[src/rtl/core/psfd_pkg.sv]
// ----------------------------------------------------------------------------
// psfd_pkg
// Types, constants and register codes shared by the fan drive PID block.
// ----------------------------------------------------------------------------
package psfd_pkg;

	// Register indexes of the configuration port.
	localparam int CFG_INDEX_W = 3;
	localparam logic [CFG_INDEX_W-1:0] REG_KP_GAIN     = 3'd0;
	localparam logic [CFG_INDEX_W-1:0] REG_KI_GAIN     = 3'd1;
	localparam logic [CFG_INDEX_W-1:0] REG_KD_GAIN     = 3'd2;
	localparam logic [CFG_INDEX_W-1:0] REG_BASE_FIRST  = 3'd3;
	localparam logic [CFG_INDEX_W-1:0] REG_BASE_SECOND = 3'd4;

	localparam int CFG_DATA_W = 16;

	// The proportional and derivative gains are kept pre-scaled, so the back end needs one multiply per term.
	localparam int KP_SCALED_W = 23;
	localparam int KD_SCALED_W = 26;
	localparam int KP_SCALE    = 100;
	localparam int KD_SCALE    = 1000;

	localparam logic [KP_SCALED_W-1:0] KP_SCALED_RESET = 23'd99000;
	localparam logic [15:0]            KI_GAIN_RESET   = 16'd23;
	localparam logic [KD_SCALED_W-1:0] KD_SCALED_RESET = 26'd7500000;
	localparam logic [15:0]            BASE_FIRST_RESET  = 16'd837;
	localparam logic [15:0]            BASE_SECOND_RESET = 16'd800;

	// Error and integral formats.
	localparam int ERR_W  = 17;
	localparam int SUM_W  = 23;
	localparam int DIFF_W = 18;
	localparam logic signed [17:0]    LEVEL_ANGLE = 18'sd9000;
	localparam logic signed [17:0]    ERR_MAX     = 18'sd65535;
	localparam logic signed [17:0]    ERR_MIN     = -18'sd65536;
	localparam logic signed [23:0]    SUM_LIMIT   = 24'sd4000000;

	// Controller sum and drive scaling.
	localparam int PSUM_W = 46;
	// Drives of 65536 or more saturate the driven compare, so they are flagged early.
	localparam logic [PSUM_W-1:0] DRIVE_SAT_LIMIT = 46'd65536000000;
	// floor(x / 15625) for x below 2**30 equals (x * RECIP) >> RECIP_SHIFT.
	localparam logic [30:0] RECIP       = 31'd1125899907;
	localparam int          RECIP_SHIFT = 44;

	localparam int QUEUE_DEPTH = 4;

	typedef struct packed {
		logic signed [15:0] target_angle;
		logic signed [15:0] pitch_angle;
	} in_item_t;

	typedef struct packed {
		logic [15:0] compare_first;
		logic [15:0] compare_second;
	} out_item_t;

	// One classified sample waiting for the arithmetic.
	typedef struct packed {
		logic signed [ERR_W-1:0]  err;
		logic signed [SUM_W-1:0]  err_sum;
		logic signed [DIFF_W-1:0] err_diff;
	} work_t;

	typedef struct packed {
		logic [KP_SCALED_W-1:0] kp_scaled;
		logic [15:0]            ki_gain;
		logic [KD_SCALED_W-1:0] kd_scaled;
		logic [15:0]            base_first;
		logic [15:0]            base_second;
	} gains_t;

	typedef struct packed {
		logic full;
		logic nonempty;
	} q_status_t;

endpackage

[src/rtl/core/psfd_queue.sv]
// ----------------------------------------------------------------------------
// psfd_queue
// Short first-in first-out queue of classified samples between the front and
// the arithmetic back end.
// ----------------------------------------------------------------------------
module psfd_queue
	import psfd_pkg::*;
#(
	parameter int DEPTH = QUEUE_DEPTH
) (
	input  logic      clk,
	input  logic      arst_n,
	input  logic      push,
	input  work_t     push_data,
	input  logic      pop,
	output work_t     pop_data,
	output q_status_t status
);

	localparam int PtrW = (DEPTH > 1) ? $clog2(DEPTH) : 1;
	localparam int CntW = $clog2(DEPTH + 1);

	work_t            entries_q [DEPTH];
	logic [PtrW-1:0]  wr_ptr_q;
	logic [PtrW-1:0]  rd_ptr_q;
	logic [CntW-1:0]  count_q;
	logic             do_push;
	logic             do_pop;

	assign status.full     = (count_q == CntW'(DEPTH));
	assign status.nonempty = (count_q != '0);
	assign do_push  = push && !status.full;
	assign do_pop   = pop && status.nonempty;
	assign pop_data = entries_q[rd_ptr_q];

	always_ff @(posedge clk) begin
		if (do_push) begin
			entries_q[wr_ptr_q] <= push_data;
		end
	end

	always_ff @(posedge clk or negedge arst_n) begin
		if (!arst_n) begin
			wr_ptr_q <= '0;
			rd_ptr_q <= '0;
			count_q  <= '0;
		end else begin
			if (do_push) begin
				wr_ptr_q <= (wr_ptr_q == PtrW'(DEPTH - 1)) ? '0 : wr_ptr_q + 1'b1;
			end
			if (do_pop) begin
				rd_ptr_q <= (rd_ptr_q == PtrW'(DEPTH - 1)) ? '0 : rd_ptr_q + 1'b1;
			end
			case ({do_push, do_pop})
				2'b10: count_q <= count_q + 1'b1;
				2'b01: count_q <= count_q - 1'b1;
				default: count_q <= count_q;
			endcase
		end
	end

endmodule

[config.mk]
export PLATFORM = sky130hd
export DESIGN_NAME = psfd_queue
export DESIGN_NICKNAME = d
export VERILOG_FILES = /design/src/rtl/core/psfd_pkg.sv /design/src/rtl/core/psfd_queue.sv
export SDC_FILE = /design/constraint.sdc
export NUM_CORES = 1
export LEC_CHECK = 0
export BUFFER_PORTS_ARGS = -buffer_cell sky130_fd_sc_hd__buf_2
export CORE_MARGIN = 2
export CORE_UTILIZATION = 45
export CTS_BUF_LIST = sky130_fd_sc_hd__clkbuf_8
export CTS_CLUSTER_DIAMETER = 100
export DETAILED_ROUTE_END_ITERATION = 10
export PLACE_DENSITY = 0.73
export SLEW_MARGIN = 10
export SYNTH_ARGS = -nofsm -noshare
export SYNTH_HDL_FRONTEND = slang
export SYNTH_SLANG_ARGS = --single-unit
[constraint.sdc]
create_clock -name clk -period 4.9 [get_ports clk]
set_input_delay 0.98 -clock clk [delete_from_list [all_inputs] [get_ports clk]]
set_output_delay 0.98 -clock clk [all_outputs]
set_load 0.01 [all_outputs]
# After elaboration in Yosys (flattened, before gate mapping)
# Memories as Yosys holds them, arrays and structs flattened.
# Index checks and enable logic that the tools add are counted.
# Widths: inputs -> output; s select.
# op_classes
muxes	5
reduce_logical	5
n_addsub	4
div_mod_pow	0
bitwise	0
n_eq_ne	5
shift	0
multipliers	0
order_cmp	0
# ops
op	count
$eq 2x2->1 const B	3
$pmux 3 s2	1
$add 2x1->2 const B	2
$mux 2	2
$add 3x1->3 const B	1
$eq 3x3->1 const B	1
$reduce_bool 3->1	1
$sub 3x1->3 const B	1
$eq 2x1->1 const B	1
$logic_and 1x1->1	2
$mux 1	2
$reduce_bool 2->1	1
$logic_not 1->1	1
# totals
romBits	0
register_bits	7
elab_cells	23
output_inout_bits	60
mem_count	1
mem_bits_rw	232
latchBits	0
# mem_list
memory	words	width	read_ports	rd_clocked_by_memory_dff	wr	line_no	rtl
entries_q	4	58	1	0	1	psfd_queue.sv:23	work_t entries_q [DEPTH];

# Longest topological paths before layout
# depth
ltp_word	5
ltp_mapped	9
mapped_depth_nobuf	9

# Worst setup path after synthesis
# No wires, ideal clock.
# synth_path
path_type	in2reg
from	in push
to	mem entries_q[0][0] (netlist name), enable pin
slack_ps	1866
required_time_ps	4478
arrival_ps	2613
path_stages	2
setup_ps	422
path_cell_list	nor2b_2 -> and2_1
# synth_via
elab_chain_cells	3
# synth_rtl
item	line_no	rtl
start, declared	psfd_queue.sv:13	input logic push,
$logic_and 1x1->1	psfd_queue.sv:32	assign do_push = push && !status.full;
$mux 1	psfd_queue.sv:37	if (do_push) begin
$mux 1 (not written as such)	psfd_queue.sv:38	entries_q[wr_ptr_q] <= push_data;
end, declared	psfd_queue.sv:23	
# Every way passes these cells.

==> results.md <==
- Vias per inst: 5.04
- Rows: 51
- Worst Max-Slew Pin Slew: 1.02 ns
- Vias in the first global route: 4,376
- Syn Nets: 413
- Syn Inst Count: 344
- Pins Over Slew Limit: 0
- Fillers: 1,467
- Remaining DRCs: 0
- CP arrival: 2.57 ns
- Wirelength per Cell: 19.1 um
- Final wirelength: 15,000 um
- Post-route antenna net violation count: 0
- Worst vdd ir: 0.000436 V
- Die span in y: 145 um
- Syn_area_per_cell: 25.9 sq um
- GP Congestion: 0.725
- # Post-CTS Setup Buffers: 0
- Core box area: 19,500 sq um
- Pwr dens: 591 nW/um^2
- Final setup viols: 0
- Max stage delay on crit path: 0.98 ns
- CP Data Required Time: 3.92 ns
- Share of cells above drive strength 1: 0.477
- Synth warn: 0
- Sink Count: 239
- Minimum clock period: 3.55 ns
- Most frequent cells in the layout: 232 x edfxtp_1, 121 x buf_2, 58 x mux4_2
- Hold Crit Class: in -> async
- Die area: 20,900 sq um
- DIE WIDTH: 145 um
- Starting Density: 0.457
- Num CTS Buffers: 38
- Worst setup SP type: flop
- Gr ovfl total: 0
- Non-Filler Instances: 788
- Reg2reg start: count_q[2]$_DFFE_PN0P_
- Port bufs: 121
- Slowest CP cell: dfrtp_4
- Sequential-to-total area share from yosys stat: 0.803
- Clock Tree Buf Depth: 3
- Fin Setup TNS: 0 ns
- Root Buffer: clkbuf_8
- Hold_ws: 0.293 ns
- Initial antenna violation count: 1
- Final worst-path cycle share: 0.724
- Kind of end point of the critical path: output pin
- Crit Path Category: reg -> out
- Largest net degree at the start of global routing: 59
- First-pass GRT wire length: 22,800 um
- Syn Std Cell Area: 8900 sq um
- Start point of the critical path: rd_ptr_q[0]$_DFFE_PN0P_
- Max Cap Viol: 0
- Dpl hpwl: 8650 um
- DRT Pass-1 Iters: 6
- Pleak: 3.63 nW
- RSZ-0062 raised after global routing: false
- CTS tree: yes
- CTS Hold Bufs: 0
- Run status: complete, no violations
- # resized after CTS: 0
- Clock-pin slew on the worst setup and hold paths: 0.06 ns
- H-tree depth: 2
- Commonest non-fill, non-tap cell in the layout: edfxtp_1
- Clk Latency, worst-skew pair: 0.51 ns
- CP max FO: 41
- Final-report hold violation count: 0
- Nets: 564
- Ports: 122
- DR iter-0 viols: 227
- GRT Util Overall: 0.147
- Worst slew margin: 0.321
- Placed Instances: 720
- Seq cells post-synth: 239
- Synth cell types: 20
- Crit path cell chain: buf_4, mux4_2, buf_2
- Skew final: 0.0177 ns
- Fmax: 282 MHz
- Synthesis-to-finish area growth: 17.1%
- Via count: 3,975
-- worst max-delay path, delay by kind of cell (launching register included) --
kind	cells	cell delay, ns
DFF	1	0.98
buffers and inverters	2	0.54
muxes	1	0.54
-- state kept, by name, indices dropped and copies added (netlist names) --
register   cells
entries_q    232
wr_ptr_q       2
count_q        3
rd_ptr_q       2
-- cell families (layout without fill, tap and decap cells) --
logic type | count (synthesis) | count (layout) | synth area share
fa+ha+maj | 7 | 7 | 0.0107
flops | 239 | 239 | 0.803
mux | 63 | 63 | 0.153
buf+inv | 21 | 199 | 0.0222
xor+xnor | 3 | 3 | 0.00295
other cells | 0 | 1 | 0
simple gates | 11 | 11 | 0.00844
-- power by group --
part | switching, mW | total [mW] | internal [mW]
registers | 0.267 | 2.98 | 2.71
logic | 0.799 | 1.63 | 0.830
clock network | 0.715 | 1.55 | 0.833
total | 1.78 | 6.16 | 4.37
-- stage by stage --
step	setup slack (ns)	area, sq um	utilization	power, mW
floorplan	1.87	8900	-	4.17
global placement	1.84	9710	0.499	4.65
detailed placement	1.80	9710	0.499	4.71
CTS	1.24	10400	0.535	6.27
global route	1.13	10400	0.535	6.48
finish	1.35	10400	0.535	6.16
-- area by class of cell --
cell class / count / area, sq um / area share
Sequential cell: 239 / 7150 / 0.686
Multi-Input combinational cell: 84 / 1570 / 0.150
Timing Repair Buffer: 125 / 636 / 0.0610
Clock buffer: 45 / 619 / 0.0594
Tap cell: 265 / 332 / 0.0318
Clock inverter: 22 / 91.3 / 0.00876
Inverter: 7 / 26.3 / 0.00252
Antenna cell: 1 / 2.50 / 0.000240
-- Yosys cell counts (all sizes together) --
cell type / instances / area share
edfxtp: 232 / 0.78
mux4: 58 / 0.15
buf: 14 / 0.019
dfrtp: 7 / 0.020
inv: 7 / 0.0030
ha: 6 / 0.0084
and2: 4 / 0.0028
mux2: 4 / 0.0051
nor2: 3 / 0.0013
xor2: 2 / 0.0020
fa: 1 / 0.0023
mux2i: 1 / 0.0011
nand2: 1 / 0.00070
nor2b: 1 / 0.00098
nor3b: 1 / 0.0014
or3: 1 / 0.0013
xnor2: 1 / 0.00098
-- routing by layer --
metal | GRT usage | vias up | routed length, um
met5 | 0 | - | 0
met4 | 0.0537 | 0 | 275
met3 | 0.0454 | 28 | 1030
met2 | 0.252 | 128 | 7710
met1 | 0.176 | 2057 | 6000
li1 | - | 1762 | -
-- worst paths after layout --
check / end / slack, ns / cells past startpoint
max: pop_data[51] / 1.35 / 3
min: count_q[0]$_DFFE_PN0P_ / 0.29 / 1
max reg2reg: entries_q[3][24]$_DFFE_PP_ / 2.74 / 3
min reg2reg: count_q[2]$_DFFE_PN0P_ / 0.52 / 1
max in group asynchronous: rd_ptr_q[1]$_DFFE_PN0P_ / 4.43 / 1
min in group clk: count_q[2]$_DFFE_PN0P_ / 0.52 / 1
Note: power is estimated with default switching activity, not from simulation.
