`config.mk`:
```
export PLATFORM = sky130hd
export DESIGN_NAME = psfd_back
export DESIGN_NICKNAME = d
export VERILOG_FILES = /design/src/rtl/core/psfd_pkg.sv /design/src/rtl/core/psfd_back.sv
export SDC_FILE = /design/constraint.sdc
export NUM_CORES = 2
export LEC_CHECK = 0
export ABC_AREA = 1
export BUFFER_PORTS_ARGS = -buffer_cell sky130_fd_sc_hd__buf_4
export CAP_MARGIN = 20
export CORE_ASPECT_RATIO = 0.8
export CORE_MARGIN = 8
export CORE_UTILIZATION = 60
export DETAILED_ROUTE_END_ITERATION = 7
export PLACE_DENSITY = 0.91
export SETUP_SLACK_MARGIN = 0.05
export SYNTH_ARGS = -nofsm -noshare
export SYNTH_HDL_FRONTEND = slang
export SYNTH_SLANG_ARGS = --single-unit
```
`constraint.sdc`:
```
create_clock -name clk -period 12.5 [get_ports clk]
set_clock_uncertainty 0.1 [all_clocks]
set_input_delay 3.125 -clock clk [delete_from_list [all_inputs] [get_ports clk]]
set_output_delay 3.125 -clock clk [all_outputs]
set_load 0.02 [all_outputs]
```
`src/rtl/core/psfd_pkg.sv`:
```
// ----------------------------------------------------------------------------
// psfd_pkg
// Types, constants and register codes shared by the fan drive PID block.
// ----------------------------------------------------------------------------
package psfd_pkg;

	// Register indexes of the configuration port.
	localparam int CFG_INDEX_W = 3;
	localparam logic [CFG_INDEX_W-1:0] REG_KP_GAIN     = 3'd0;
	localparam logic [CFG_INDEX_W-1:0] REG_KI_GAIN     = 3'd1;
	localparam logic [CFG_INDEX_W-1:0] REG_KD_GAIN     = 3'd2;
	localparam logic [CFG_INDEX_W-1:0] REG_BASE_FIRST  = 3'd3;
	localparam logic [CFG_INDEX_W-1:0] REG_BASE_SECOND = 3'd4;

	localparam int CFG_DATA_W = 16;

	// The proportional and derivative gains are kept pre-scaled, so the back end needs one multiply per term.
	localparam int KP_SCALED_W = 23;
	localparam int KD_SCALED_W = 26;
	localparam int KP_SCALE    = 100;
	localparam int KD_SCALE    = 1000;

	localparam logic [KP_SCALED_W-1:0] KP_SCALED_RESET = 23'd99000;
	localparam logic [15:0]            KI_GAIN_RESET   = 16'd23;
	localparam logic [KD_SCALED_W-1:0] KD_SCALED_RESET = 26'd7500000;
	localparam logic [15:0]            BASE_FIRST_RESET  = 16'd837;
	localparam logic [15:0]            BASE_SECOND_RESET = 16'd800;

	// Error and integral formats.
	localparam int ERR_W  = 17;
	localparam int SUM_W  = 23;
	localparam int DIFF_W = 18;
	localparam logic signed [17:0]    LEVEL_ANGLE = 18'sd9000;
	localparam logic signed [17:0]    ERR_MAX     = 18'sd65535;
	localparam logic signed [17:0]    ERR_MIN     = -18'sd65536;
	localparam logic signed [23:0]    SUM_LIMIT   = 24'sd4000000;

	// Controller sum and drive scaling.
	localparam int PSUM_W = 46;
	// Drives of 65536 or more saturate the driven compare, so they are flagged early.
	localparam logic [PSUM_W-1:0] DRIVE_SAT_LIMIT = 46'd65536000000;
	// floor(x / 15625) for x below 2**30 equals (x * RECIP) >> RECIP_SHIFT.
	localparam logic [30:0] RECIP       = 31'd1125899907;
	localparam int          RECIP_SHIFT = 44;

	localparam int QUEUE_DEPTH = 4;

	typedef struct packed {
		logic signed [15:0] target_angle;
		logic signed [15:0] pitch_angle;
	} in_item_t;

	typedef struct packed {
		logic [15:0] compare_first;
		logic [15:0] compare_second;
	} out_item_t;

	// One classified sample waiting for the arithmetic.
	typedef struct packed {
		logic signed [ERR_W-1:0]  err;
		logic signed [SUM_W-1:0]  err_sum;
		logic signed [DIFF_W-1:0] err_diff;
	} work_t;

	typedef struct packed {
		logic [KP_SCALED_W-1:0] kp_scaled;
		logic [15:0]            ki_gain;
		logic [KD_SCALED_W-1:0] kd_scaled;
		logic [15:0]            base_first;
		logic [15:0]            base_second;
	} gains_t;

	typedef struct packed {
		logic full;
		logic nonempty;
	} q_status_t;

endpackage

```
`src/rtl/core/psfd_back.sv`:
```
// ----------------------------------------------------------------------------
// psfd_back
// Arithmetic pipeline: the three gain products, their sum, the magnitude,
// the division by one million and the saturated compare values.
// ----------------------------------------------------------------------------
module psfd_back
	import psfd_pkg::*;
(
	input  logic      clk,
	input  logic      arst_n,
	input  gains_t    gains,
	input  work_t     q_data,
	input  logic      q_nonempty,
	output logic      pop,
	output logic      out_valid,
	input  logic      out_stall,
	output out_item_t out_data
);

	logic                     adv;
	logic                     v_s1, v_s2, v_s3, v_s4, out_valid_q;
	logic signed [40:0]       prod_p_s1;
	logic signed [39:0]       prod_i_s1;
	logic signed [44:0]       prod_d_s1;
	logic signed [PSUM_W-1:0] psum_s2;
	logic                     pos_s3, big_s3;
	logic [29:0]              x_s3;
	logic                     pos_s4, big_s4;
	logic [60:0]              quot_s4;
	logic [PSUM_W-1:0]        mag;
	logic [15:0]              drive;
	logic [16:0]              first_sum, second_sum;
	out_item_t                out_data_q;

	// The whole pipeline holds while a result waits to be taken.
	assign adv       = !out_valid_q || !out_stall;
	assign pop       = adv && q_nonempty;
	assign out_valid = out_valid_q;
	assign out_data  = out_data_q;

	assign mag = psum_s2[PSUM_W-1] ? PSUM_W'(-psum_s2) : PSUM_W'(psum_s2);

	always_comb begin
		drive = big_s4 ? 16'hFFFF : quot_s4[RECIP_SHIFT+15:RECIP_SHIFT];
		first_sum  = {1'b0, gains.base_first} + {1'b0, drive};
		second_sum = {1'b0, gains.base_second} + {1'b0, drive};
	end

	always_ff @(posedge clk or negedge arst_n) begin
		if (!arst_n) begin
			v_s1        <= 1'b0;
			v_s2        <= 1'b0;
			v_s3        <= 1'b0;
			v_s4        <= 1'b0;
			out_valid_q <= 1'b0;
		end else if (adv) begin
			v_s1        <= q_nonempty;
			v_s2        <= v_s1;
			v_s3        <= v_s2;
			v_s4        <= v_s3;
			out_valid_q <= v_s4;
		end
	end

	always_ff @(posedge clk) begin
		if (adv) begin
			prod_p_s1 <= $signed({1'b0, gains.kp_scaled}) * q_data.err;
			prod_i_s1 <= $signed({1'b0, gains.ki_gain}) * q_data.err_sum;
			prod_d_s1 <= $signed({1'b0, gains.kd_scaled}) * q_data.err_diff;

			psum_s2 <= PSUM_W'(prod_p_s1) + PSUM_W'(prod_i_s1) + PSUM_W'(prod_d_s1);

			pos_s3 <= !psum_s2[PSUM_W-1] && (psum_s2 != '0);
			big_s3 <= (mag >= DRIVE_SAT_LIMIT);
			// Dividing by 64 first leaves a division by 15625.
			x_s3   <= mag[35:6];

			pos_s4  <= pos_s3;
			big_s4  <= big_s3;
			quot_s4 <= {31'd0, x_s3} * {30'd0, RECIP};

			if (pos_s4) begin
				out_data_q.compare_first  <= first_sum[16] ? 16'hFFFF : first_sum[15:0];
				out_data_q.compare_second <= gains.base_second;
			end else begin
				out_data_q.compare_first  <= gains.base_first;
				out_data_q.compare_second <= second_sum[16] ? 16'hFFFF : second_sum[15:0];
			end
		end
	end

endmodule
```
**Word level (Yosys, flattened, before mapping)**

Index checks and enable logic that the tools add are counted.

- Add/subtract/negate cells: 5
- $mul: 4
- $lt $le $gt $ge: 1
- Multiplexer cells: 5
- Reduce and logical (&&, ||, !) cells: 7

Operators with widths:

| operator | number |
|---|---|
| 30-bit by 31-bit multiplier with 60-bit output, second input constant | 1 |
| 16-bit 2-to-1 mux | 3 |
| 42-bit by 45-bit adder with 46-bit output | 1 |
| 46-bit by 36-bit greater-or-equal comparator with 1-bit output, second input constant | 1 |
| 46-bit 2-to-1 mux | 1 |
| 46-bit negator | 1 |
| 46-bit nonzero test | 1 |
| 27-bit by 18-bit multiplier with 45-bit output | 1 |
| 41-bit by 40-bit adder with 42-bit output | 1 |
| 24-bit by 17-bit multiplier with 41-bit output | 1 |
| 17-bit by 23-bit multiplier with 40-bit output | 1 |
| 16-bit by 16-bit adder with 17-bit output | 2 |
| 32-bit 2-to-1 mux | 1 |
| 1-bit zero test | 3 |
| 1-bit logical AND | 2 |
| 1-bit logical OR | 1 |

- Bits in registers: 303
- Input bits: 159
- Output and inout port bits: 34
- Logic and storage cells: 39

**Depth between registers and ports, before layout**

- Depth after elaboration: 4
- Depth in mapped cells: 29
- Mapped depth without buffers: 28

**Least setup slack after synthesis**

OpenSTA, ideal clock, no wires.

- Path kind: input to output
- From: input out_stall
- To: output pop
- Arrival time: 9.277 ns
- Data required time: 9.275 ns
- Setup slack: -0.002 ns
- Stages: 3
- Path buffers: 0
- Path through: nand2_1 > nand2_1 > inv_1

- Word-level cells in the longest chain between the ends: 3

Ends and longest elaborated chain:

| element | RTL line | RTL |
|---|---|---|
| from (decl) | psfd_back.sv:16 | `input logic out_stall,` |
| 1-bit zero test | psfd_back.sv:36 | `assign adv = !out_valid_q \|\| !out_stall;` |
| 1-bit logical OR | psfd_back.sv:36 |  |
| 1-bit logical AND | psfd_back.sv:37 | `assign pop = adv && q_nonempty;` |
| to (decl) | psfd_back.sv:14 | `output logic pop,` |

Every way passes these cells.

**Worst setup path in the final report**

- From: input q_data[57] in the netlist's numbering
- To: register prod_p_s1[37], data pin

- Word-level cells in the longest chain between the ends: 1

Ends and longest elaborated chain:

| element | RTL line | RTL |
|---|---|---|
| from (decl) | psfd_back.sv:12 | `input work_t q_data,` |
| 24-bit by 17-bit multiplier with 41-bit output | psfd_back.sv:67 | `prod_p_s1 <= $signed({1'b0, gains.kp_scaled}) * q_data.err;` |
| to (signal assigned) | psfd_back.sv:67 |  |
| to (decl) | psfd_back.sv:22 | `logic signed [40:0] prod_p_s1;` |

Every way passes these cells.
A chain may end at the register's enable or synchronous reset.

==> results by group <==
Timing
  – Max Fclk: 113 MHz
  – Final Hold Fails: 0
  – Final hold slack: 0.324 ns
  – Setup tns final: 0 ns
  – Final setup fails: 0
  – Max-slew violation count: 0
  – Final WS setup: 3.63 ns
  – Tcrit/Tclk final: 70.9%
  – Measured slew at the worst slew-check pin: 1.22 ns
  – RSZ-0062 raised after global routing: no
  – Tmin final: 8.87 ns
  – Max_slew headroom: 18.7%

Cells and area
  – Most common cell after layout, fill and taps aside: inv_1
  – Most frequent cells in the layout: inv_1, nand2_1, fa_1, ha_1, nor2_1
  – Area Overhead vs Synth: 4.81%
  – Post-Layout Cell Count: 10500
  – Share of cells above drive strength 1: 4.06%
  – Nets: 11200

Setup path
  – Slowest CP cell: nor4_1
  – CP Capture Type: register
  – Data required time of the critical path: 12.78 ns
  – Delay-heaviest family, CP: adder cells
  – CP max FO: 24
  – Critical path, cell by cell: buf_4 -> inv_1 -> or2_2 -> fa_1 -> fa_1 -> inv_1 -> fa_1 -> inv_1 -> fa_1 -> fa_1 -> fa_1 -> inv_1 -> ha_1 -> nand2_1 -> nor2_1 -> inv_1 -> nor4_1 -> o21ai_0 -> nand3_1 -> xor2_1
  – WP buf/inv: 6
  – Setup CP Type: primary input to register
  – Crit path largest cell delay: 0.68 ns
  – Arr. time, crit path: 9.14 ns
  – CP Launch Type: primary input
  – Crit path top cell by count: fa_1

Floorplanning
  – Initial Utilization: 60.6%
  – Die height: 329 um
  – Die Area: 0.134 mm^2
  – Core area: 0.121 mm^2
  – Die X: 407 um
  – Cell row count: 114
  – Top-level port count: 193

GRT
  – Met1 Use GR: 41.1%
  – Largest net degree at the start of global routing: 127
  – Grt peak-use layer: met2
  – Gr usage total: 31.4%
  – Initial antenna violation count: 0
  – Met3 Resource Use GR: 6.49%
  – Vias in the first global route: 64100
  – Gr ovfl total: 0
  – First-pass GRT wire length: 335000 um
  – Met2 usage: 51.3%

Yosys
  – Synth Warn #: 0
  – Number of enable flip-flop cells after synthesis: 254
  – Synth async-reset ratio: 1.93%
  – Cells after Synth: 8899
  – Syn Area/Cell: 8.25 um^2
  – Ys flop type: edfxtp_1
  – Syn_nets: 11300
  – Number of synthesized register bits: 259
  – Yosys cell types: 58
  – Mapped Area: 0.0734 mm^2
  – Seq/Total Area, Yosys: 10.6%

Clock tree
  – Hold buffer count at cts: 0
  – H-tree levels: 1
  – CTS sink count: 259
  – Total CTS buffers: 30
  – Clk Latency, worst-skew pair: 0.63 ns
  – CTS tree: built
  – Post-CTS setup-driven buffer insertion count: 0
  – Worst-path clk slew: 0.06 ns
  – Cts repair resizes: 0
  – Longest Clk Path Bufs: 3
  – Root buffer cell: clkbuf_16

Drt
  – Final WL: 208000 um
  – DRT iter0 DRCs: 5378
  – Via/cell ratio: 5.63
  – Remaining antenna violation count: 0
  – DRC violations left: 0
  – Via count: 59100
  – Routed len/inst: 19.8 um
  – 1st-pass router iterations: 7

Placed design
  – Port Buffer Count: 192
  – Pre-CTS setup slack: 3.23 ns
  – Gpl congestion: 0.996
  – Dpl cells: 10400
  – DPL Wire Length: 176000 um

Run status
  – Status: complete, no violations

Hold path
  – Worst hold path class: register to register

Flow run
  – Max-cap viol count: 0
==> cells by family after synthesis <==
group,after synthesis,synth area share [%]
buf+inv,2757,14.1
fa+ha+maj,2210,52.2
simple gates,2785,15.3
xor+xnor,206,2.46
compound gates,680,5.36
flops,259,10.6
mux,2,0.0307
==> stage by stage <==
step	instance area, um^2	util, %
finish	76900	63.5
global route	76900	63.5
CTS	76900	63.5
detailed placement	75800	62.6
global placement	75800	62.6
floorplan	73400	-
==> registers in the layout, summed over array words and instances (netlist names) <==
name and flops:
big_s3 1, big_s4 1, out_data 32, out_valid 1, pos_s3 1, pos_s4 1, prod_d_s1 45, prod_i_s1 40
prod_p_s1 41, psum_s2 46, quot_s4 16, v_s1 1, v_s2 1, v_s3 1, v_s4 1, x_s3 30
==> cell usage after synthesis, drive strengths merged (77+ instances only) <==
| cell type | count | area [um^2] |
|---|---|---|
| inv | 2476 | 9290 |
| nand2 | 1931 | 7280 |
| fa | 1418 | 28400 |
| ha | 792 | 9910 |
| nor2 | 515 | 2010 |
| a21oi | 278 | 1410 |
| clkbuf | 270 | 1010 |
| edfxtp | 254 | 7630 |
| o21ai | 203 | 1040 |
| nand3 | 167 | 836 |
| xor2 | 129 | 1130 |
| xnor2 | 77 | 674 |
==> metal layers <==
metal	wire length, um	vias to the layer above
met4	9930	2
met3	21900	727
met2	96300	3426
li1	-	26100
met5	22	-
met1	79900	28800
==> cell type report <==
cell class | instances | area [um^2]
timing repair buffer | 196 | 1480
antenna | 2 | 5.00
inverter | 2478 | 9300
tap | 1624 | 2030
clock buffer | 34 | 766
clock inverter | 21 | 290
fill | 9625 | 44200
multi-input combinational | 5883 | 55300
sequential | 259 | 7750
==> worst paths after layout <==
check | start | endpoint | slack [ns] | cells after the start
max in group asynchronous | arst_n | v_s2$_DFFE_PN0N_ | 9.97 | 1
setup / recovery | q_data[57] | prod_p_s1[37]$_DFFE_PN_ | 3.63 | 20
min in group asynchronous | arst_n | v_s1$_DFFE_PN0N_ | 2.22 | 1
setup reg to reg | x_s3[3]$_DFFE_PN_ | quot_s4[50]$_DFFE_PN_ | 5.21 | 24
hold / removal | pos_s3$_DFFE_PN_ | pos_s4$_DFFE_PN_ | 0.32 | 0
hold reg to reg | pos_s3$_DFFE_PN_ | pos_s4$_DFFE_PN_ | 0.32 | 0
Power is not shown: default switching activity piles up to over one toggle a cycle in this logic, so the estimate is an artifact.
