===== src/rtl/core/psfd_pkg.sv =====
// ----------------------------------------------------------------------------
// psfd_pkg
// Types, constants and register codes shared by the fan drive PID block.
// ----------------------------------------------------------------------------
package psfd_pkg;

	// Register indexes of the configuration port.
	localparam int CFG_INDEX_W = 3;
	localparam logic [CFG_INDEX_W-1:0] REG_KP_GAIN     = 3'd0;
	localparam logic [CFG_INDEX_W-1:0] REG_KI_GAIN     = 3'd1;
	localparam logic [CFG_INDEX_W-1:0] REG_KD_GAIN     = 3'd2;
	localparam logic [CFG_INDEX_W-1:0] REG_BASE_FIRST  = 3'd3;
	localparam logic [CFG_INDEX_W-1:0] REG_BASE_SECOND = 3'd4;

	localparam int CFG_DATA_W = 16;

	// The proportional and derivative gains are kept pre-scaled, so the back end needs one multiply per term.
	localparam int KP_SCALED_W = 23;
	localparam int KD_SCALED_W = 26;
	localparam int KP_SCALE    = 100;
	localparam int KD_SCALE    = 1000;

	localparam logic [KP_SCALED_W-1:0] KP_SCALED_RESET = 23'd99000;
	localparam logic [15:0]            KI_GAIN_RESET   = 16'd23;
	localparam logic [KD_SCALED_W-1:0] KD_SCALED_RESET = 26'd7500000;
	localparam logic [15:0]            BASE_FIRST_RESET  = 16'd837;
	localparam logic [15:0]            BASE_SECOND_RESET = 16'd800;

	// Error and integral formats.
	localparam int ERR_W  = 17;
	localparam int SUM_W  = 23;
	localparam int DIFF_W = 18;
	localparam logic signed [17:0]    LEVEL_ANGLE = 18'sd9000;
	localparam logic signed [17:0]    ERR_MAX     = 18'sd65535;
	localparam logic signed [17:0]    ERR_MIN     = -18'sd65536;
	localparam logic signed [23:0]    SUM_LIMIT   = 24'sd4000000;

	// Controller sum and drive scaling.
	localparam int PSUM_W = 46;
	// Drives of 65536 or more saturate the driven compare, so they are flagged early.
	localparam logic [PSUM_W-1:0] DRIVE_SAT_LIMIT = 46'd65536000000;
	// floor(x / 15625) for x below 2**30 equals (x * RECIP) >> RECIP_SHIFT.
	localparam logic [30:0] RECIP       = 31'd1125899907;
	localparam int          RECIP_SHIFT = 44;

	localparam int QUEUE_DEPTH = 4;

	typedef struct packed {
		logic signed [15:0] target_angle;
		logic signed [15:0] pitch_angle;
	} in_item_t;

	typedef struct packed {
		logic [15:0] compare_first;
		logic [15:0] compare_second;
	} out_item_t;

	// One classified sample waiting for the arithmetic.
	typedef struct packed {
		logic signed [ERR_W-1:0]  err;
		logic signed [SUM_W-1:0]  err_sum;
		logic signed [DIFF_W-1:0] err_diff;
	} work_t;

	typedef struct packed {
		logic [KP_SCALED_W-1:0] kp_scaled;
		logic [15:0]            ki_gain;
		logic [KD_SCALED_W-1:0] kd_scaled;
		logic [15:0]            base_first;
		logic [15:0]            base_second;
	} gains_t;

	typedef struct packed {
		logic full;
		logic nonempty;
	} q_status_t;

endpackage


===== src/rtl/core/psfd_front.sv =====
// ----------------------------------------------------------------------------
// psfd_front
// Takes samples, forms the saturated error, the clamped integral and the
// derivative difference, and hands them to the queue.
// ----------------------------------------------------------------------------
module psfd_front
	import psfd_pkg::*;
(
	input  logic      clk,
	input  logic      arst_n,
	input  logic      in_valid,
	output logic      in_stall,
	input  in_item_t  in_data,
	input  q_status_t q_status,
	output logic      push,
	output work_t     push_data
);

	logic signed [ERR_W-1:0] err_sum_q_unused_guard;
	logic signed [SUM_W-1:0] err_sum_q;
	logic signed [ERR_W-1:0] prev_err_q;
	logic signed [17:0]      err_raw;
	logic signed [ERR_W-1:0] err_sat;
	logic signed [23:0]      sum_raw;
	logic signed [SUM_W-1:0] sum_clamped;

	assign in_stall = q_status.full;
	assign push     = in_valid && !q_status.full;

	always_comb begin
		err_raw = 18'(in_data.target_angle) + 18'(in_data.pitch_angle) - LEVEL_ANGLE;
		if (err_raw > ERR_MAX) begin
			err_sat = ERR_MAX[ERR_W-1:0];
		end else if (err_raw < ERR_MIN) begin
			err_sat = ERR_MIN[ERR_W-1:0];
		end else begin
			err_sat = err_raw[ERR_W-1:0];
		end
		sum_raw = 24'(err_sum_q) + 24'(err_sat);
		if (sum_raw > SUM_LIMIT) begin
			sum_clamped = SUM_LIMIT[SUM_W-1:0];
		end else if (sum_raw < -SUM_LIMIT) begin
			sum_clamped = 23'(-SUM_LIMIT);
		end else begin
			sum_clamped = sum_raw[SUM_W-1:0];
		end
	end

	assign err_sum_q_unused_guard = prev_err_q;

	always_comb begin
		push_data.err      = err_sat;
		push_data.err_sum  = sum_clamped;
		push_data.err_diff = DIFF_W'(err_sat) - DIFF_W'(err_sum_q_unused_guard);
	end

	// The loop state moves only when a sample is actually taken.
	always_ff @(posedge clk or negedge arst_n) begin
		if (!arst_n) begin
			err_sum_q  <= '0;
			prev_err_q <= '0;
		end else if (push) begin
			err_sum_q  <= sum_clamped;
			prev_err_q <= err_sat;
		end
	end

endmodule


===== config.mk =====
export PLATFORM = sky130hd
export DESIGN_NAME = psfd_front
export DESIGN_NICKNAME = d
export VERILOG_FILES = /design/src/rtl/core/psfd_pkg.sv /design/src/rtl/core/psfd_front.sv
export SDC_FILE = /design/constraint.sdc
export NUM_CORES = 1
export LEC_CHECK = 0
export BUFFER_PORTS_ARGS = -buffer_cell sky130_fd_sc_hd__buf_2
export CAP_MARGIN = 20
export CORE_MARGIN = 2
export CORE_UTILIZATION = 53
export CTS_BUF_LIST = sky130_fd_sc_hd__clkbuf_8
export DETAILED_ROUTE_END_ITERATION = 6
export GPL_TIMING_DRIVEN = 0
export PLACE_DENSITY = 0.8
export SYNTH_ARGS = -nofsm -noshare
export SYNTH_HDL_FRONTEND = slang
export SYNTH_SLANG_ARGS = --single-unit

===== constraint.sdc =====
create_clock -name clk -period 9.05 [get_ports clk]
set_input_delay 1.81 -clock clk [delete_from_list [all_inputs] [get_ports clk]]
set_output_delay 1.81 -clock clk [all_outputs]
set_load 0.01 [all_outputs]

=== After elaboration in Yosys (flattened, before gate mapping) ===
Index checks and enable logic that the tools add are counted.

* Muxes and demuxes: 4
* $add $sub $neg: 4
* Order comparisons: 4
* Reduce and logical (&&, ||, !) cells: 2

{| class="wikitable"
|+ Operators by type and width
! operator !! count
|-
| $mux 23 || 2
|-
| $mux 17 || 2
|-
| $add 23x17->24 || 1
|-
| $gt 24x23->1 const B || 1
|-
| $lt 24x23->1 const B || 1
|-
| $gt 18x17->1 const B || 1
|-
| $lt 18x17->1 const B || 1
|-
| $sub 17x15->18 const B || 1
|-
| $sub 17x17->18 || 1
|-
| $add 16x16->17 || 1
|-
| $logic_and 1x1->1 || 1
|-
| $logic_not 1->1 || 1
|}

* Output and inout bits: 60
* Register bits after elaboration: 40
* Logic and storage cells: 16
* Input bits: 37

=== Logic depth before layout (Yosys ltp) ===
Gate-level depths: netlist (run 1).

* Word-level depth: 9
* Gate-level depth with buffers: 28
* Mapped depth without buffers: 26

=== Worst setup path before layout (run 1) ===
Ideal clock, no wire load.

* Path kind: input port to output port
* Start: input in_data[2] (netlist name)
* End: output push_data[18] (netlist name)
* Stages on the path: 25
* Required time: 7.240 ns
* Slack: -0.295 ns
* Path buffers: 3
* Arrival: 7.535 ns
* Cell sequence: ha_1 -> ha_1 -> a21o_1 -> a21oi_1 -> o21ai_1 -> a2111oi_0 -> o31ai_1 -> o31ai_2 -> mux2i_1 -> a21oi_1 -> buf_2 -> buf_2 -> o21ai_0 -> ha_1 -> or2_1 -> a21o_1 -> a21oi_1 -> nor2_1 -> a41o_1 -> xor2_1 -> nand4_1 -> o41ai_4 -> nand3b_4 -> buf_6 -> nor2_1

{| class="wikitable"
|+ RTL lines
! what !! RTL line !! text
|-
| start: declaration || psfd_front.sv:13 || <nowiki>input in_item_t in_data,</nowiki>
|-
| end: declaration || psfd_front.sv:16 || <nowiki>output work_t push_data</nowiki>
|}

==> results of run 1 <==
==> final timing paths <==
check | start | end | slack (ps)
worst max register to register | err_sum_q[0] | err_sum_q[15] | 5140
worst min register to register | err_sum_q_unused_guard[8] | err_sum_q_unused_guard[8] | 490
max in group asynchronous | arst_n | err_sum_q[21] | 6800
worst min-delay path | err_sum_q_unused_guard[8] | err_sum_q_unused_guard[8] | 490
worst max-delay path | in_data[6] | push_data[29] | -150
min in group asynchronous | arst_n | err_sum_q_unused_guard[0] | 1640
==> critical path: cells and delay by family <==
family                   cells  cell delay (ps)
AO/OA/AOI/OAI               13             2820
XOR/XNOR                     1              290
adder cells (fa/ha/maj)      4             1080
buffers and inverters        8              980
multiplexers                 1              160
AND/OR/NAND/NOR              2              230
==> per-layer routing <==
layer	GRT usage	wire length, um
met4	0.07490	512
met2	0.4925	8171
met5	0	0
met3	0.02237	880
met1	0.3704	6921
==> layout make-up <==
class / count / area (sq um) / area share
repair buffers: 143 / 910.9 / 0.1263
inverters: 75 / 281.5 / 0.03903
well taps: 133 / 166.4 / 0.02307
multi-input cells: 525 / 4666 / 0.6468
clock inverters: 2 / 7.507 / 0.001041
flip-flops and latches: 40 / 1001 / 0.1388
clock buffers: 6 / 82.58 / 0.01145
plain buffers: 15 / 97.59 / 0.01353
==> metrics by stage <==
step           setup TNS, ps    util  area [sq um]  hold slack, ps
6_report               -1223  0.7483          7213           485.3
5_1_grt                -5684  0.7483          7213           512.5
4_1_cts                    0  0.6791          6546           482.6
3_5_place_dp          -22750  0.6173          5951           465.9
3_3_place_gp          -18710  0.6173          5951           461.4
2_1_floorplan              0       -          5309           448.5
==> sequential cells by signal (all words and copies together), names as in the netlist <==
| register | flops |
|---|---|
| err_sum_q | 23 |
| err_sum_q_unused_guard | 17 |
==> what timing repair did <==
action,CTS,global route
setup buffers,21,24
setup endpoints to repair,28,27
cloned,3,2
pin swaps,28,25
gates resized for setup,64,84
==> cells by family (layout without fill, tap and decap cells) <==
logic type | count (synthesis) | after routing | share of synthesized area
AOI/OAI and AO/OA | 195 | 197 | 0.2722
buffers and inverters | 92 | 241 | 0.06956
and+or+nand+nor | 199 | 199 | 0.1836
DFF | 40 | 40 | 0.1925
muxes | 11 | 11 | 0.02359
adders and majority gates | 76 | 76 | 0.1863
xor gates and xnor gates | 42 | 42 | 0.07220
==> synthesized netlist by cell type, drive strengths merged, types with 6 or more instances <==
library cell   n  share of area
a31oi         16          0.022
and2           6         0.0072
xor2          15          0.027
clkbuf        11         0.0079
nand4          6         0.0072
nor3          12          0.012
nand2         58          0.042
o31ai         18          0.030
o21ai         48          0.047
nor2          62          0.045
buf            6         0.0075
nand3         19          0.020
a211oi        10          0.017
ha            71           0.17
dfrtp         40           0.19
nand2b        12          0.014
xnor2         27          0.045
a21oi         41          0.041
or2            6         0.0072
mux2          10          0.022
o21a           6         0.0087
inv           75          0.054
o21bai         8          0.012
a21o          11          0.016
o211ai         7          0.012
==> cells in the final DEF, fill, tap and decap left out, drive strengths merged, types with 6 or more instances in the layout <==
master  instances
o21bai          8
nand2b         12
dfrtp          40
a21oi          41
and2            6
o31ai          18
nand4           6
o21a            6
nor3           12
xnor2          27
clkbuf         16
or2             6
o21ai          48
mux2           10
a211oi         10
inv            77
nand3          19
nand2          58
ha             71
a21o           11
xor2           15
buf           148
nor2           62
o211ai          7
a31oi          17
==> summary.txt, run 1 <==
Run status
  – Status: finished, violations left
  – Failing checks: setup timing

Place
  – Port-buffer cells: 95
  – DPL Wire Length: between 10 and 15 mm
  – GPL Wtd Cong: around 1
  – Placed insts: just under 900
  – Dpl ws: -1297 ps

Worst hold path
  – Hold Path Depth: 2
  – Worst hold path class: flop to flop

Job
  – Max cap viols: 0

Clock network
  – CTS max path bufs: 2
  – Reg clk slew, reported paths: ~80 ps
  – Num CTS Buffers: 5
  – CTS tree: built
  – H-tree depth: 2
  – Post-cts hold buffer count: 0
  – Root Driver: clkbuf_8
  – Clock latency on the worst-skew pair: 310 ps
  – Clk sinks: 40

Final layout
  – N_diodes: 0
  – Area growth from synthesis to layout: 38.75%
  – Non-filler cells, final: between 900 and 1,000
  – Filler cell count: slightly above 700
  – Final nets: around 920
  – Share of layout cells above drive strength 1: 0.3722

Timing
  – Tmin final: 9202 ps
  – Final setup margin: -152.5 ps
  – Skew final: around 13 ps
  – Max-Slew Margin vs Limit: 0.3613
  – Fin crit share: 1.017
  – Fmax: around 110 MHz
  – Final hold vios: 0
  – Final setup violating endpoints: 17
  – Final max-slew violation count: 0
  – Unrepaired setup endpoints after global routing: true
  – Measured slew at the worst slew-check pin: 958.0 ps

Drt
  – Avg Vias per Cell: roughly 5.9
  – Drt first pass iters: 4
  – Routed length per instance: roughly 18 um
  – Drt first-iter violations: roughly 240
  – Antenna viol nets, final: 0
  – # DRC: 0
  – Final WL: about 16 mm
  – Via count: roughly 5,500

Setup path
  – Setup CP Type: input pin to output port
  – Worst path max stage delay: 410 ps
  – Critical path startpoint category: input pin
  – CP Max Fanout: 5
  – Arrival @ worst endpoint: about 7400 ps
  – CP max stage cell: a2111oi_4
  – CP Capture Type: output port
  – CP required: roughly 7200 ps
  – Worst Reg-to-Reg Cells: 16

Floorplan
  – Die Y-Extent: 103.0 um
  – Row Count: 36
  – Initial core utilization: 0.5393
  – Die width: roughly 100 um
  – IO Pins: between 90 and 100
  – Total Die Area: roughly 0.011 sq mm
  – Core Area: between 0.009 and 0.01 sq mm

Logic synthesis
  – Ys flop type: dfrtp_1
  – Syn nets: 766
  – Sequential share of the synthesized area: 0.1925
  – Number of flops mapped to enable cells by yosys: 0
  – Netlist cell types: 70
  – Synth async-reset ratio: 1.000
  – Synth warn: 0
  – Synth Register Bits: 40
  – Syn Area/Cell: 7.937 sq um
  – Post-Synthesis Cells: 655
  – Post-Synthesis Cell Area: 0.005199 sq mm

Global routing
  – Number of global-route vias before repair: about 5,000
  – Global-route wire length before repair: between 20 and 25 mm
  – GRT Resource Usage Total: 0.2800
  – Largest net degree at the start of global routing: a little over 40
  – Initial antenna violation count: 0
  – GR Overflow Total: 0
Power of run 1 is not shown: default switching activity piles up to over one toggle a cycle in this logic, so the estimate is an artifact.
==> inputs of run 2 (changes only) <==
--- a/config.mk
+++ b/config.mk
@@ -9,7 +9,7 @@
 export CAP_MARGIN = 20
 export CORE_MARGIN = 2
 export CORE_UTILIZATION = 53
-export CTS_BUF_LIST = sky130_fd_sc_hd__clkbuf_8
+export CTS_BUF_LIST = sky130_fd_sc_hd__clkbuf_4 sky130_fd_sc_hd__clkbuf_8
 export DETAILED_ROUTE_END_ITERATION = 6
 export GPL_TIMING_DRIVEN = 0
 export PLACE_DENSITY = 0.8
==> run 2 against run 1 <==
Net effect:
- utilization fell by 1.7 points
- cell area fell by 2.2%
- hold slack improved by 0.69 ps
- wire length fell by 3.1%
- critical path depth did not move
- clock-buffer cell count rose by 2
- non-clock buffer count fell by 5
- register-to-register slack improved by 180 ps
- critical endpoint is now push_data[21]
- the run still ends with setup timing left
- highest routed layer unchanged
- via count fell by 0.80%
- fmax rose by 0.63%
- global-route usage barely moved
==> summary.txt, run 2 (same netlist as run 1, synthesis figures left out) <==
Timing
  – Measured slew at the worst slew-check pin: 957.4 ps (-0.5473 ps)
  – Skew final: 7.435 ps (-5.085 ps)
  – Setup TNS: -854.5 ps (+368.5 ps)
  – Final hold vios: 0 (unchanged)
  – Unrepaired setup endpoints after global routing: true
  – Max-Slew Margin vs Limit: 0.3617 (+0.0003650)
  – Final setup margin: -95.19 ps (+57.30 ps)
  – Final max-slew violation count: 0 (unchanged)
  – Final setup violating endpoints: 17 (unchanged)
  – Tmin final: 9145 ps (-57.30 ps)
  – Fin crit share: 1.011 (-0.006332)
  – Fmax: 109.3 MHz (+0.63%)

Place
  – Port-buffer cells: 95 (unchanged)
  – GPL Wtd Cong: 0.9715 (unchanged)
  – Placed insts: 883 (unchanged)
  – DPL Wire Length: 11.31 mm (unchanged)

Setup path
  – CP Max Fanout: 5 (unchanged)
  – Top cell family by delay on the critical path: compound AO/OA/AOI/OAI gates
  – Setup CP Type: input pin to output port
  – CP Capture Type: output port
  – Arrival @ worst endpoint: 7340 ps (-50 ps)
  – CP required: 7240 ps (about the same)
  – Critical path startpoint category: input pin
  – Worst path max stage delay: 440 ps (+30 ps)
  – Critical path buffers and inverters: 6 (-2)
  – CP max stage cell: fa_2

Floorplan
  – Total Die Area: 0.01062 sq mm (unchanged)
  – Core Area: 0.009639 sq mm (unchanged)
  – Initial core utilization: 0.5393 (unchanged)
  – IO Pins: 97 (unchanged)
  – Die width: 103.0 um (unchanged)
  – Row Count: 36 (unchanged)
  – Die Y-Extent: 103.0 um (unchanged)

Final layout
  – Largest Register: err_sum_q
  – Non-filler cells, final: 934 (-0.53%)
  – N_diodes: 0 (unchanged)
  – Most common cell after layout, fill and taps aside: buf_2
  – Share of layout cells above drive strength 1: 0.3633 (-0.008913)
  – Max FFs per register: 23 (unchanged)
  – Area growth from synthesis to layout: 35.67%
  – Final nets: 911 (-0.55%)
  – Most frequent cells in the layout: buf_2 (92), inv_1 (74), nand2_1 (56)

Global routing
  – GRT Resource Usage Total: 0.2801 (about the same)
  – Largest net degree at the start of global routing: 41 (unchanged)
  – Initial antenna violation count: 0 (unchanged)
  – GR Overflow Total: 0 (unchanged)
  – Number of global-route vias before repair: 4,967 (+0.081%)
  – Global-route wire length before repair: 23.62 mm (unchanged)

Clock network
  – CTS max path bufs: 2 (unchanged)
  – Num CTS Buffers: 5 (unchanged)
  – CTS tree: built
  – H-tree depth: 2 (unchanged)
  – Post-cts hold buffer count: 0 (unchanged)
  – Clk sinks: 40 (unchanged)
  – Root Driver: clkbuf_8
  – Clock latency on the worst-skew pair: 300 ps (about the same)
  – Reg clk slew, reported paths: 80 ps (about the same)

Drt
  – Drt first pass iters: 5 (+1)
  – Antenna viol nets, final: 0 (unchanged)
  – Routed length per instance: 17.10 um (-2.6%)
  – Avg Vias per Cell: 5.851 (-0.27%)
  – # DRC: 0 (unchanged)
  – Drt first-iter violations: 264 (+12%)
  – Final WL: 15.97 mm (-3.1%)
  – Via count: 5,465 (-0.80%)

Run status
  – Status: finished, violations left
  – Failing checks: setup timing

Worst hold path
  – Worst hold path class: flop to flop

Job
  – Max cap viols: 0 (unchanged)
run 2: cell count changes in the layout (fill, tap and decap cells not counted), moves of 3 or more:
cell,change
a31oi_4,-5
ha_2,+3
a31oi_2,+5
buf_4,-5
ha_4,-3
run 2: area by class of cell:
type	count	area [sq um]
sequential	40	1001
timing repair buffer	137	862.1
tap	133	166.4
fill	746	2586
inverter	75	281.5
clock buffer	8	97.59
buffer	16	105.1
multi-input combinational	525	4539
run 2: worst paths after layout:
check,to,cells past startpoint,startpoint,slack (ps)
worst max-delay path,push_data[21],29,in_data[18],-100
worst min-delay path,err_sum_q_unused_guard[8],2,err_sum_q_unused_guard[8],490
worst max register to register,err_sum_q[15],15,err_sum_q[0],5320
worst min register to register,err_sum_q_unused_guard[8],2,err_sum_q_unused_guard[8],490
max in group asynchronous,err_sum_q[19],1,arst_n,6790
min in group asynchronous,err_sum_q_unused_guard[0],1,arst_n,1650
run 2: layer usage:
metal  GRT usage  share of wire  vias up
met5           0              0        -
met4     0.07591          0.022        0
met3     0.01898          0.053       31
met2      0.4910           0.51      209
met1      0.3737           0.42     2589
li1            -              -     2636
run 2: through the flow:
stage | instance area [sq um] | hold slack, ps | utilization | worst slack [ps]
2_1_floorplan | 5309 | 448.5 | - | 24.69
3_3_place_gp | 5951 | 461.4 | 0.6173 | -1124
3_5_place_dp | 5951 | 465.9 | 0.6173 | -1297
4_1_cts | 6554 | 482.6 | 0.6799 | 1.617
5_1_grt | 7053 | 512.6 | 0.7317 | -334.0
6_report | 7053 | 486.0 | 0.7317 | -95.19
run 2: repair_timing:
| item | 4_1_cts | 5_1_grt |
|---|---|---|
| setup buffers | 21 | 18 |
| endpoints found under the setup margin | 28 | 27 |
| resized for setup | 64 | 69 |
| pin swaps | 28 | 18 |
| cloned | 3 | 2 |
run 2: worst min-delay path, delay by kind of cell (launching register included):
family | cells | cell delay (ps)
and+or+nand+nor | 1 | 50
DFF | 1 | 350
AOI/OAI and AO/OA | 1 | 50
Power of run 2 is left out for the same reason.
==> inputs of run 3 (changes only) <==
--- a/config.mk
+++ b/config.mk
@@ -8,11 +8,11 @@
 export BUFFER_PORTS_ARGS = -buffer_cell sky130_fd_sc_hd__buf_2
 export CAP_MARGIN = 20
 export CORE_MARGIN = 2
-export CORE_UTILIZATION = 53
+export CORE_UTILIZATION = 60
 export CTS_BUF_LIST = sky130_fd_sc_hd__clkbuf_4 sky130_fd_sc_hd__clkbuf_8
 export DETAILED_ROUTE_END_ITERATION = 6
 export GPL_TIMING_DRIVEN = 0
-export PLACE_DENSITY = 0.8
+export PLACE_DENSITY = 0.85
 export SYNTH_ARGS = -nofsm -noshare
 export SYNTH_HDL_FRONTEND = slang
 export SYNTH_SLANG_ARGS = --single-unit
==> constraint.sdc (replaced) <==
create_clock -name clk -period 10.65 [get_ports clk]
set_input_delay 2.13 -clock clk [delete_from_list [all_inputs] [get_ports clk]]
set_output_delay 2.13 -clock clk [all_outputs]
set_load 0.01 [all_outputs]
==> run 3 against run 2 <==
Net effect:
- the run now ends clean
- die area decreased by 11%
- register-to-register slack improved by 1500 ps
- global-route usage grew 0.83 points
- sequential share of layout area is 2.1 points higher
- flip-flop and latch count is the same
- via count shrank 2.2%
- critical path type unchanged
- highest routed layer unchanged
==> summary.txt, run 3 (same netlist as run 1, synthesis figures left out) <==
Floorplan
  – Total Die Area: 0.009426 sq mm (-11%)
  – Row Count: 33 (-8.3%)
  – IO Pins: 97 (unchanged)
  – Die Y-Extent: 97.09 um (-5.8%)
  – Initial core utilization: 0.6264 (+0.08708)
  – Die width: 97.09 um (-5.8%)
  – Core Area: 0.008299 sq mm (-14%)

Drt
  – Drt first pass iters: 6 (+1)
  – Routed length per instance: 16.55 um (-3.2%)
  – Final WL: 14.46 mm (-9.4%)
  – Antenna viol nets, final: 0 (unchanged)
  – Via count: 5,345 (-2.2%)
  – Avg Vias per Cell: 6.116 (+4.5%)
  – # DRC: 0 (unchanged)
  – Drt first-iter violations: 259 (-1.9%)

Clock network
  – CTS tree: built
  – Root Driver: clkbuf_8
  – Num CTS Buffers: 5 (unchanged)
  – CTS max path bufs: 2 (unchanged)
  – H-tree depth: 2 (unchanged)
  – Reg clk slew, reported paths: 80 ps (about the same)
  – Clk sinks: 40 (unchanged)
  – Clock latency on the worst-skew pair: 290 ps (about the same)
  – Post-cts hold buffer count: 0 (unchanged)

Place
  – Port-buffer cells: 95 (unchanged)
  – DPL Wire Length: 11.29 mm (-0.14%)
  – GPL Wtd Cong: 0.9365 (-3.6%)

Final layout
  – Area growth from synthesis to layout: 18.39%
  – Max FFs per register: 23 (unchanged)
  – Most frequent cells in the layout: buf_2 (98), inv_1 (75), ha_1 (69)
  – Final nets: 879 (-3.5%)
  – Filler cell count: 589 (-21%)
  – Most common cell after layout, fill and taps aside: buf_2
  – Largest Register: err_sum_q
  – Share of layout cells above drive strength 1: 0.2406 (-0.1227)
  – N_diodes: 0 (unchanged)

Setup path
  – Arrival @ worst endpoint: 8370 ps (+1030 ps)
  – Setup CP Type: input pin to output port
  – Critical path startpoint category: input pin
  – Worst path max stage delay: 530 ps (+90 ps)
  – CP required: 8520 ps (+1280 ps)
  – Critical path buffers and inverters: 5 (-1)
  – CP Max Fanout: 10 (+5)
  – CP max stage cell: o21ai_0
  – Reg-to-reg setup timing slack: 6800 ps (+1480 ps)
  – CP Capture Type: output port
  – Top cell family by delay on the critical path: compound AO/OA/AOI/OAI gates

Timing
  – Final hold vios: 0 (unchanged)
  – Hold WS: 489.2 ps (+3.211 ps)
  – Setup TNS: 0 ps (+854.5 ps)
  – Final max-slew violation count: 0 (unchanged)
  – Max-Slew Margin vs Limit: 0.3594 (-0.002345)
  – Tmin final: 10,500 ps
  – Fin crit share: 0.9863
  – Unrepaired setup endpoints after global routing: true
  – Skew final: 5.394 ps (-2.042 ps)
  – Final setup violating endpoints: 0 (-17)
  – Measured slew at the worst slew-check pin: 961.0 ps (+3.517 ps)
  – Fmax: between 90 and 100 MHz

Global routing
  – Global-route wire length before repair: 22.76 mm (-3.6%)
  – Largest net degree at the start of global routing: 41 (unchanged)
  – Number of global-route vias before repair: 5,017 (+1.0%)
  – GRT Resource Usage Total: 0.2885 (+0.008308)
  – GR Overflow Total: 0 (unchanged)
  – Initial antenna violation count: 0 (unchanged)

Job
  – Max cap viols: 0 (unchanged)

Worst hold path
  – Worst hold path class: flop to flop

Run status
  – Status: finished, final reports clean
## run 3: changes by cell type in the layout (fill, tap and decap cells not counted), sizes merged
cell | before | now
buf | 142 | 110
a31oi | 17 | 16
bufinv | 0 | 1
clkbuf | 19 | 18
clkinv | 0 | 1
## run 3: routing by layer
layer | global-route usage | up-vias | wire (um)
met1 | 0.3565 | 2514 | 5922
met4 | 0.09967 | 0 | 397
met2 | 0.5246 | 218 | 7263
met3 | 0.02590 | 37 | 878
li1 | - | 2576 | -
met5 | 0 | - | 0
## run 3: through the flow
step                std cells  setup slack [ps]  instance area (sq um)  utilization
detailed placement        855            -714.1                   5806       0.6995
finish                    874             146.0                   6155       0.7416
CTS                       866             34.49                   5987       0.7214
global placement          855            -519.2                   5806       0.6995
floorplan                 655             665.3                   5199            -
global route              874            -122.8                   6155       0.7416
## run 3: tightest hold or removal path, stage by stage (launching register included)
cell and delay, ps:
dfrtp_1 340, nand2_1 60, o31ai_1 60
## run 3: timing repair
item,in CTS,in global routing
resized for setup,15,23
gates cloned,0,1
setup endpoints to repair,20,20
pin swaps,3,4
setup buffers,3,7
## run 3: final cells by class
| cell class | instances | area, sq um | share of cell area |
|---|---|---|---|
| clock inverters | 2 | 35.03 | 0.005692 |
| repair buffers | 105 | 550.5 | 0.08945 |
| multi-input cells | 524 | 3996 | 0.6493 |
| inverters | 75 | 281.5 | 0.04574 |
| flip-flops and latches | 40 | 1001 | 0.1626 |
| well taps | 105 | 131.4 | 0.02135 |
| clock buffers | 6 | 76.32 | 0.01240 |
| plain buffers | 17 | 82.58 | 0.01342 |
## run 3: worst paths after layout
| kind | startpoint | end | depth (start not counted) |
|---|---|---|---|
| setup / recovery | in_data[2] | push_data[32] | 26 |
| hold / removal | err_sum_q_unused_guard[14] | err_sum_q_unused_guard[14] | 2 |
| setup reg to reg | err_sum_q[0] | err_sum_q[11] | 13 |
| hold reg to reg | err_sum_q_unused_guard[14] | err_sum_q_unused_guard[14] | 2 |
| max in group asynchronous | arst_n | err_sum_q_unused_guard[16] | 1 |
| min in group asynchronous | arst_n | err_sum_q_unused_guard[1] | 1 |
Power of run 3 is left out for the same reason.
